<file path="src/hw/rtl/pes_hp_pkg.sv">
// Shared types and constants for the PES header parser.
// No dependencies; imported by pes_hp_core and pes_header_parser_top.
package pes_hp_pkg;

  localparam int unsigned TS_W  = 33;  // PTS / DTS width
  localparam int unsigned POS_W = 17;  // saturating byte position

  typedef enum logic [2:0] {
    ERR_NONE   = 3'd0,
    ERR_START  = 3'd1,
    ERR_NO_PTS = 3'd2,
    ERR_PREFIX = 3'd3,
    ERR_MARKER = 3'd4,
    ERR_SHORT  = 3'd5
  } err_e;

  // One result item, as produced for each accepted byte.
  typedef struct packed {
    logic            payload_valid;
    logic [7:0]      payload_byte;
    logic            header_ready;
    logic [7:0]      stream_kind;
    logic [15:0]     declared_length;
    logic [1:0]      scrambling;
    logic [3:0]      header_flags;
    logic [TS_W-1:0] presentation_time;
    logic [TS_W-1:0] decode_time;
    logic            packet_done;
    err_e            error_code;
  } res_t;

endpackage

</file>
<file path="src/hw/rtl/pes_header_parser_top.sv">
// Top level of the PES packet header parser: handshake and result register.
// Depends on pes_hp_pkg and pes_hp_core.
//
// Usage:
//  - Input channel (in_valid_i / in_ready_o) carries one PES byte per
//    transfer plus packet_start_i, set on byte 0 of each packet.
//  - Output channel (out_valid_o / out_ready_i) carries exactly one result
//    per input transfer, in order: payload byte with its valid flag, the
//    captured header fields, decoded PTS/DTS, header_ready and packet_done
//    pulses, and the latched error code.
//  - Latency: the result of a byte is valid the cycle after its transfer.
//  - Throughput: one byte per cycle unless the receiver stalls. The only
//    storage between the sides is the result register, so in_ready_o is
//    high whenever that register is empty or being drained in the same cycle.
//  - Receiver stall: the result register holds, in_ready_o drops, and the
//    parser state freezes until the result is taken.
//  - Reset: parser goes idle, captured fields and timestamps read as zero,
//    and bytes are ignored (still answered) until a start mark arrives.
//  - Errors hold, with no payload passed, until the next start mark.
module pes_header_parser_top (
  input  logic                        clk_i,
  input  logic                        rst_ni,
  input  logic                        in_valid_i,
  output logic                        in_ready_o,
  input  logic [7:0]                  data_byte_i,
  input  logic                        packet_start_i,
  output logic                        out_valid_o,
  input  logic                        out_ready_i,
  output logic                        payload_valid_o,
  output logic [7:0]                  payload_byte_o,
  output logic                        header_ready_o,
  output logic [7:0]                  stream_kind_o,
  output logic [15:0]                 declared_length_o,
  output logic [1:0]                  scrambling_o,
  output logic [3:0]                  header_flags_o,
  output logic [pes_hp_pkg::TS_W-1:0] presentation_time_o,
  output logic [pes_hp_pkg::TS_W-1:0] decode_time_o,
  output logic                        packet_done_o,
  output logic [2:0]                  error_code_o
);
  import pes_hp_pkg::*;

  logic in_xfer;
  logic out_valid_q;
  res_t res_d, res_q;

  // Accept whenever the result slot is free or drains this cycle.
  assign in_ready_o = !out_valid_q || out_ready_i;
  assign in_xfer    = in_valid_i && in_ready_o;

  pes_hp_core u_core (
    .clk_i          (clk_i),
    .rst_ni         (rst_ni),
    .accept_i       (in_xfer),
    .data_byte_i    (data_byte_i),
    .packet_start_i (packet_start_i),
    .res_o          (res_d)
  );

  always_ff @(posedge clk_i or negedge rst_ni) begin
    if (!rst_ni) begin
      out_valid_q <= 1'b0;
    end else if (in_xfer) begin
      out_valid_q <= 1'b1;
    end else if (out_ready_i) begin
      out_valid_q <= 1'b0;
    end
  end

  // Result payload: no reset needed, qualified by out_valid_q.
  always_ff @(posedge clk_i) begin
    if (in_xfer) res_q <= res_d;
  end

  assign out_valid_o         = out_valid_q;
  assign payload_valid_o     = res_q.payload_valid;
  assign payload_byte_o      = res_q.payload_byte;
  assign header_ready_o      = res_q.header_ready;
  assign stream_kind_o       = res_q.stream_kind;
  assign declared_length_o   = res_q.declared_length;
  assign scrambling_o        = res_q.scrambling;
  assign header_flags_o      = res_q.header_flags;
  assign presentation_time_o = res_q.presentation_time;
  assign decode_time_o       = res_q.decode_time;
  assign packet_done_o       = res_q.packet_done;
  assign error_code_o        = res_q.error_code;

  // Every input transfer leaves a result pending in the next cycle.
  a_xfer_gives_result: assert property (@(posedge clk_i) disable iff (!rst_ni)
    in_xfer |=> out_valid_o)
    else $error("input transfer without a result");

  // An empty result slot never blocks the input side.
  a_empty_ready: assert property (@(posedge clk_i) disable iff (!rst_ni)
    !out_valid_o |-> in_ready_o)
    else $error("input stalled with empty result register");

  // Payload only flows from a clean packet.
  a_payload_clean: assert property (@(posedge clk_i) disable iff (!rst_ni)
    (out_valid_o && payload_valid_o) |-> (error_code_o == ERR_NONE))
    else $error("payload passed while an error is latched");

  // The header-complete byte is never itself a payload byte.
  a_hr_not_payload: assert property (@(posedge clk_i) disable iff (!rst_ni)
    out_valid_o |-> !(header_ready_o && payload_valid_o))
    else $error("header_ready and payload_valid together");

endmodule

</file>
<file path="src/hw/rtl/pes_hp_core.sv">
// Parser state and per-byte next-state logic for the PES header parser.
// Depends on pes_hp_pkg. State advances only on an input transfer.
module pes_hp_core (
  input  logic              clk_i,
  input  logic              rst_ni,
  input  logic              accept_i,
  input  logic [7:0]        data_byte_i,
  input  logic              packet_start_i,
  output pes_hp_pkg::res_t  res_o
);
  import pes_hp_pkg::*;

  typedef enum logic [2:0] {
    PH_IDLE, PH_FIXED, PH_OPT, PH_STAMPS, PH_PAYLOAD, PH_HALT
  } phase_e;

  localparam logic [1:0] FLG_PTS     = 2'b10;
  localparam logic [1:0] FLG_PTS_DTS = 2'b11;
  localparam logic [3:0] PFX_PTS     = 4'b0010;
  localparam logic [3:0] PFX_PTS_ONLY_DTS = 4'b0011;
  localparam logic [3:0] PFX_DTS     = 4'b0001;

  // Number of timestamp bytes implied by the PTS_DTS flags.
  function automatic logic [3:0] stamp_bytes(input logic [1:0] f);
    unique case (f)
      FLG_PTS:     stamp_bytes = 4'd5;
      FLG_PTS_DTS: stamp_bytes = 4'd10;
      default:     stamp_bytes = 4'd0;
    endcase
  endfunction

  phase_e          phase_q, phase_d;
  logic [POS_W-1:0] pos_q, pos_d;
  logic [7:0]      sid_q, sid_d;
  logic [15:0]     len_q, len_d;
  logic [7:0]      opt_q, opt_d;
  logic [7:0]      hdl_q, hdl_d;
  logic [TS_W-1:0] acc_q, acc_d;
  logic [TS_W-1:0] pts_q, pts_d;
  logic [TS_W-1:0] dts_q, dts_d;
  err_e            err_q, err_d;

  logic             pv, hr, pd;
  logic [7:0]       pb;

  always_comb begin
    phase_e           cur;
    logic             active;
    logic             abort;
    logic [1:0]       f;
    logic [3:0]       need;
    logic [POS_W-1:0] off;
    logic [3:0]       off_lo;
    logic [2:0]       k;
    logic             second;
    logic [3:0]       want;

    phase_d = phase_q;
    pos_d   = pos_q;
    sid_d   = sid_q;
    len_d   = len_q;
    opt_d   = opt_q;
    hdl_d   = hdl_q;
    acc_d   = acc_q;
    pts_d   = pts_q;
    dts_d   = dts_q;
    err_d   = err_q;
    pv = 1'b0;
    pb = 8'd0;
    hr = 1'b0;
    pd = 1'b0;
    abort  = 1'b0;
    f      = 2'b00;
    need   = 4'd0;
    off    = '0;
    off_lo = 4'd0;
    k      = 3'd0;
    second = 1'b0;
    want   = 4'd0;

    // A start mark abandons whatever was in progress.
    if (packet_start_i) begin
      phase_d = PH_FIXED;
      pos_d   = '0;
      sid_d   = '0;
      len_d   = '0;
      opt_d   = '0;
      hdl_d   = '0;
      acc_d   = '0;
      pts_d   = '0;
      dts_d   = '0;
      err_d   = ERR_NONE;
    end
    cur    = phase_d;
    active = (cur != PH_IDLE) && (cur != PH_HALT);

    unique case (cur)
      PH_FIXED: begin
        if (pos_d < POS_W'(3)) begin
          want = 4'd0;
          if (data_byte_i != ((pos_d == POS_W'(2)) ? 8'd1 : 8'd0)) begin
            err_d   = ERR_START;
            phase_d = PH_HALT;
          end
        end else if (pos_d == POS_W'(3)) begin
          sid_d = data_byte_i;
        end else if (pos_d == POS_W'(4)) begin
          len_d = {data_byte_i, 8'd0};
        end else begin
          len_d = {len_d[15:8], data_byte_i};
          // audio 110x_xxxx or video 1110_xxxx carry the optional header
          if ((sid_d[7:5] == 3'b110) || (sid_d[7:4] == 4'b1110)) begin
            phase_d = PH_OPT;
          end else begin
            hr      = 1'b1;
            phase_d = PH_PAYLOAD;
          end
        end
      end
      PH_OPT: begin
        if (pos_d == POS_W'(6)) begin
          opt_d[5:0] = data_byte_i[5:0];
        end else if (pos_d == POS_W'(7)) begin
          opt_d[7:6] = data_byte_i[7:6];
        end else begin
          f     = opt_d[7:6];
          need  = stamp_bytes(f);
          hdl_d = data_byte_i;
          if (hdl_d == 8'd0) begin
            if (f[1]) begin
              err_d   = ERR_SHORT;
              phase_d = PH_HALT;
            end else begin
              hr      = 1'b1;
              phase_d = PH_PAYLOAD;
            end
          end else if (!f[1]) begin
            err_d   = ERR_NO_PTS;
            phase_d = PH_HALT;
          end else if (hdl_d < 8'(need)) begin
            err_d   = ERR_SHORT;
            phase_d = PH_HALT;
          end else begin
            phase_d = PH_STAMPS;
          end
        end
      end
      PH_STAMPS: begin
        f    = opt_d[7:6];
        need = stamp_bytes(f);
        off  = pos_d - POS_W'(9);
        if (off < POS_W'(need)) begin
          off_lo = off[3:0];
          second = (off_lo >= 4'd5);
          k      = second ? 3'(off_lo - 4'd5) : off_lo[2:0];
          unique case (k)
            3'd0: begin
              want = second ? PFX_DTS : ((f == FLG_PTS_DTS) ? PFX_PTS_ONLY_DTS : PFX_PTS);
              if (data_byte_i[7:4] != want) begin
                err_d   = ERR_PREFIX;
                phase_d = PH_HALT;
                abort   = 1'b1;
              end else begin
                acc_d = {data_byte_i[3:1], 30'd0};
              end
            end
            3'd1: acc_d = acc_d | {3'd0, data_byte_i, 22'd0};
            3'd2: acc_d = acc_d | {11'd0, data_byte_i[7:1], 15'd0};
            3'd3: acc_d = acc_d | {18'd0, data_byte_i, 7'd0};
            default: acc_d = acc_d | {26'd0, data_byte_i[7:1]};
          endcase
          // marker bits close the 3-, 15- and 15-bit groups
          if (!abort && (k != 3'd1) && (k != 3'd3) && !data_byte_i[0]) begin
            err_d   = ERR_MARKER;
            phase_d = PH_HALT;
            abort   = 1'b1;
          end
          if (!abort && (k == 3'd4)) begin
            if (!second) begin
              pts_d = acc_d;
              if (f == FLG_PTS) dts_d = acc_d;
            end else begin
              dts_d = acc_d;
            end
          end
        end
        if (!abort && ((off + POS_W'(1)) == POS_W'(hdl_d))) begin
          hr      = 1'b1;
          phase_d = PH_PAYLOAD;
        end
      end
      PH_PAYLOAD: begin
        pv = 1'b1;
        pb = data_byte_i;
      end
      default: ;
    endcase

    // Completion against the declared length, counted after the fixed six bytes.
    if (active && (err_d == ERR_NONE)) begin
      if ((pos_d >= POS_W'(6)) && (len_d != 16'd0) &&
          ((pos_d - POS_W'(5)) == POS_W'(len_d))) begin
        pd      = 1'b1;
        phase_d = PH_HALT;
      end
      if (pos_d != {POS_W{1'b1}}) pos_d = pos_d + POS_W'(1);
    end
  end

  always_ff @(posedge clk_i or negedge rst_ni) begin
    if (!rst_ni) begin
      phase_q <= PH_IDLE;
      pos_q   <= '0;
      sid_q   <= '0;
      len_q   <= '0;
      opt_q   <= '0;
      hdl_q   <= '0;
      acc_q   <= '0;
      pts_q   <= '0;
      dts_q   <= '0;
      err_q   <= ERR_NONE;
    end else if (accept_i) begin
      phase_q <= phase_d;
      pos_q   <= pos_d;
      sid_q   <= sid_d;
      len_q   <= len_d;
      opt_q   <= opt_d;
      hdl_q   <= hdl_d;
      acc_q   <= acc_d;
      pts_q   <= pts_d;
      dts_q   <= dts_d;
      err_q   <= err_d;
    end
  end

  always_comb begin
    res_o.payload_valid     = pv;
    res_o.payload_byte      = pb;
    res_o.header_ready      = hr;
    res_o.stream_kind       = sid_d;
    res_o.declared_length   = len_d;
    res_o.scrambling        = opt_d[5:4];
    res_o.header_flags      = opt_d[3:0];
    res_o.presentation_time = pts_d;
    res_o.decode_time       = dts_d;
    res_o.packet_done       = pd;
    res_o.error_code        = err_d;
  end

endmodule
</file>
<file path="config.mk">
export PLATFORM = sky130hd
export DESIGN_NAME = pes_header_parser_top
export DESIGN_NICKNAME = d
export VERILOG_FILES = /design/src/hw/rtl/pes_hp_pkg.sv /design/src/hw/rtl/pes_header_parser_top.sv /design/src/hw/rtl/pes_hp_core.sv
export SDC_FILE = /design/constraint.sdc
export NUM_CORES = 1
export LEC_CHECK = 0
export BUFFER_PORTS_ARGS = -buffer_cell sky130_fd_sc_hd__buf_2
export CORE_MARGIN = 8
export CORE_UTILIZATION = 38
export CTS_CLUSTER_SIZE = 10
export DETAILED_ROUTE_END_ITERATION = 10
export HOLD_SLACK_MARGIN = 0.1
export PLACE_DENSITY = 0.58
export SYNTH_ARGS = -nofsm -noshare
export SYNTH_HDL_FRONTEND = slang
export SYNTH_SLANG_ARGS = --single-unit
</file>
<file path="constraint.sdc">
create_clock -name clk_i -period 15 [get_ports clk_i]
set_input_delay 0.75 -clock clk_i [delete_from_list [all_inputs] [get_ports clk_i]]
set_output_delay 0.75 -clock clk_i [all_outputs]
set_load 0.05 [all_outputs]
</file>
==> results.tsv <==
metric	value	unit
Leak Pwr	7.16	nW
Num CTS Buffers	34	
via count	11933	
Yosys cell types	82	
drt pass-1 iters	5	
Max Fclk	0.168	GHz
Data arrival, critical path	6380	ps
pin count of the biggest net entering global routing	85	
Remaining DRCs	0	
die width	214	um
Initial Util	38.5	%
Wirelength per Cell	22.4	um
main flop type after synthesis	dfrtp_1	
Buffers on Ports	124	
Post-DP Area	15800	um2
cell area after synthesis	14900	um2
slowest stage cell, crit path	o2111ai_2	
RePlAce Congestion	0.945	
Die H	214	um
element type at the critical path end	register	
Hold WS	208	ps
Setup Buffers After CTS	0	
initial antenna violation count	1	
max cap viols	0	
Setup Crit Path Kind	input port to register	
CTS tree	yes	
# resized after CTS	0	
Post-synth EDFFs	110	
cells after synthesis	1458	
DIE AREA	45800	um2
Hold Buf Count CTS	0	
Layout area overhead	13.1	%
vias in the first global route	11579	
CTS clk-pin slew, worst paths	60	ps
Worst Path Max Fanout	54	
Tot GR Track Use	19.5	%
Seq/Total Area, Yosys	49.6	%
antenna-violating nets left	0	
Syn Nets	1482	
CP required	15430	ps
Skew-Pair Late Insertion Delay	540	ps
Avg Cell Area, Syn	10.2	um2
RSZ-0062 raised after global routing	no	
# IOs	125	
#FFs+latches synth	273	
Vias/cell	5.79	
crit path cell chain	buf_2 > buf_4 > inv_4 > nand2_1 > ha_1 > nand2b_1 > a211oi_1 > xor2_1 > or4b_1 > or2_1 > or3_1 > o2111ai_2 > nor4_1 > o32a_1	
FFs w/ async S/R, synth	59.7	%
Final Cycle Share	39.7	%
Inserted Diodes	0	
Final nets	1541	
Setup TNS	0	ps
clk buf depth	3	
number of DRC markers in iteration 0	1130	
post-route core utilization	43.6	%
peak supply drop	67.8	uV
first-pass GRT wire length	71800	um
core area	38600	um2
Max transition margin	25.4	%
filler instances	3700	
H-tree depth	2	
startpoint types	input port	
Root Buffer	clkbuf_16	
dpl hpwl	30000	um
share of post-route cells with drive strength above 1	21.6	%
Routed WL	46100	um
clock sinks	273	
Final Setup Violations	0	
Layout Cell Area excl Fill	16800	um2
PD cells	118	nW/um2
post-route clock skew	26.1	ps
final hold vios	0	
HP Class	input port to async pin	
highest cell delay on the worst timing path	900	ps
Worst-Margin Slew	1090	ps
Cell Rows	72	
Congestion Overflow GR	0	
post-route minimum period	5950	ps
Yosys warnings	0	
Pins Over Slew Limit	0	
status	complete, no violations	
[cell families (layout without fill, tap and decap cells)]
family,count (synthesis),in the layout,share of synthesized area (%)
AOI/OAI and AO/OA,310,310,15.4
xor gates and xnor gates,62,62,3.83
adders and majority gates,11,11,0.924
buffers and inverters,138,222,3.91
DFF,273,273,49.6
muxes,98,98,7.16
and+or+nand+nor,566,566,19.2
[report_power, final]
| group | switching, W | internal [W] |
|---|---|---|
| logic | 0.000288 | 0.000105 |
| clock network | 0.000319 | 0.000442 |
| registers | 0.0000312 | 0.000801 |
[placed cells by master, fill, tap and decap left out, drive strengths merged, types with 16 or more instances in the layout]
master / netlist / routed
clkbuf: 84 / 56
buf: 35 / 142
nand3: 47 / 47
o21ai: 80 / 80
a31o: 24 / 24
a22oi: 33 / 33
nor3: 48 / 48
or2: 16 / 16
a22o: 25 / 25
nor2: 75 / 75
xnor2: 43 / 43
and3: 35 / 35
nor2b: 22 / 22
dfrtp: 163 / 163
a21oi: 29 / 29
nor4: 26 / 26
xor2: 17 / 17
a21o: 18 / 18
inv: 18 / 21
mux2i: 30 / 30
edfxtp: 110 / 110
nand2: 215 / 215
mux2: 68 / 68
[Yosys cell counts (9+ instances only)]
cell      instances  area (um2)
a211oi_1         11        82.6
a21o_1           18         135
a21oi_1          28         140
a22o_1           25         219
a22oi_1          33         248
a31o_2           24         210
and3_1           35         219
buf_1            13        48.8
buf_2            15        75.1
clkbuf_1         84         315
dfrtp_1         163        4080
edfxtp_1        110        3300
ha_1             11         138
inv_1            18        67.6
mux2_2           68         766
mux2i_1          30         300
nand2_1         215         807
nand3_1          33         165
nand3_2          14         140
nand3b_1          9        67.6
nand4_1          11        68.8
nor2_1           75         282
nor2b_1          22         138
nor3_1           47         235
nor3b_1          12        90.1
nor4_1           25         156
o21ai_0          54         270
o21ai_1          12        60.1
o21ai_2          14         123
o31ai_1           9        67.6
or2_2            14        87.6
or3_1            13        81.3
or4_1            10        75.1
xnor2_1          43         377
xor2_1           17         149
[per-stage QoR]
step	setup WS [ps]	total power [W]	instances
finish	9050	0.00199	2060
global route	8820	0.00206	2060
detailed placement	8560	0.00123	1999
CTS	9130	0.00200	2060
floorplan	9100	0.00111	1458
global placement	8660	0.00123	1999
[routing by layer]
layer  global-route usage, %  up-vias  wire [um]
met5                       0        -         13
met4                    5.45        2       1080
met3                    3.64       68       3140
met2                    29.3      442      20200
met1                    28.4     5943      21700
li1                        -     5478          -
[state kept, by name (all words and copies together), names as in the netlist]
| register | flops |
|---|---|
| u_core.opt_q | 8 |
| header_flags_o | 4 |
| payload_byte_o | 8 |
| u_core.len_q | 16 |
| u_core.sid_q | 8 |
| u_core.pos_q | 17 |
| packet_done_o | 1 |
| declared_length_o | 16 |
| decode_time_o | 33 |
| u_core.acc_q | 33 |
| scrambling_o | 2 |
| u_core.phase_q | 3 |
| presentation_time_o | 33 |
| payload_valid_o | 1 |
| out_valid_o | 1 |
| u_core.err_q | 3 |
| u_core.pts_q | 33 |
| stream_kind_o | 8 |
| header_ready_o | 1 |
| u_core.hdl_q | 8 |
| error_code_o | 3 |
| u_core.dts_q | 33 |
[worst max-delay path, delay by kind of cell]
| kind | cells | cell delay (ps) |
|---|---|---|
| and+or+nand+nor | 6 | 2350 |
| adders and majority gates | 1 | 430 |
| xor gates and xnor gates | 1 | 130 |
| buffers and inverters | 3 | 760 |
| AOI/OAI and AO/OA | 3 | 1900 |
[worst paths after layout]
check	cells past startpoint	slack, ps	end	from
setup / recovery	14	9050	u_core.phase_q[2]$_DFFE_PN0P_	packet_start_i
hold / removal	1	210	u_core.pos_q[6]$_DFFE_PN0P_	rst_ni
setup reg to reg	12	9290	u_core.phase_q[2]$_DFFE_PN0P_	u_core.pos_q[1]$_DFFE_PN0P_
hold reg to reg	2	470	u_core.opt_q[2]$_DFFE_PN0P_	u_core.opt_q[2]$_DFFE_PN0P_
max in group asynchronous	2	13530	u_core.dts_q[13]$_DFFE_PN0P_	rst_ni
min in group clk_i	2	420	out_valid_o$_DFFE_PN0P_	in_valid_i
[area by class of cell]
| class | count | area (um2) | area share, % |
|---|---|---|---|
| clock buffers | 56 | 965 | 5.73 |
| clock inverters | 5 | 45.0 | 0.267 |
| inverters | 19 | 81.3 | 0.483 |
| multi-input cells | 1047 | 6960 | 41.3 |
| flip-flops and latches | 273 | 7380 | 43.8 |
| well taps | 518 | 648 | 3.85 |
| repair buffers | 142 | 762 | 4.52 |
No activity file was read; power rests on OpenSTA's default activity.
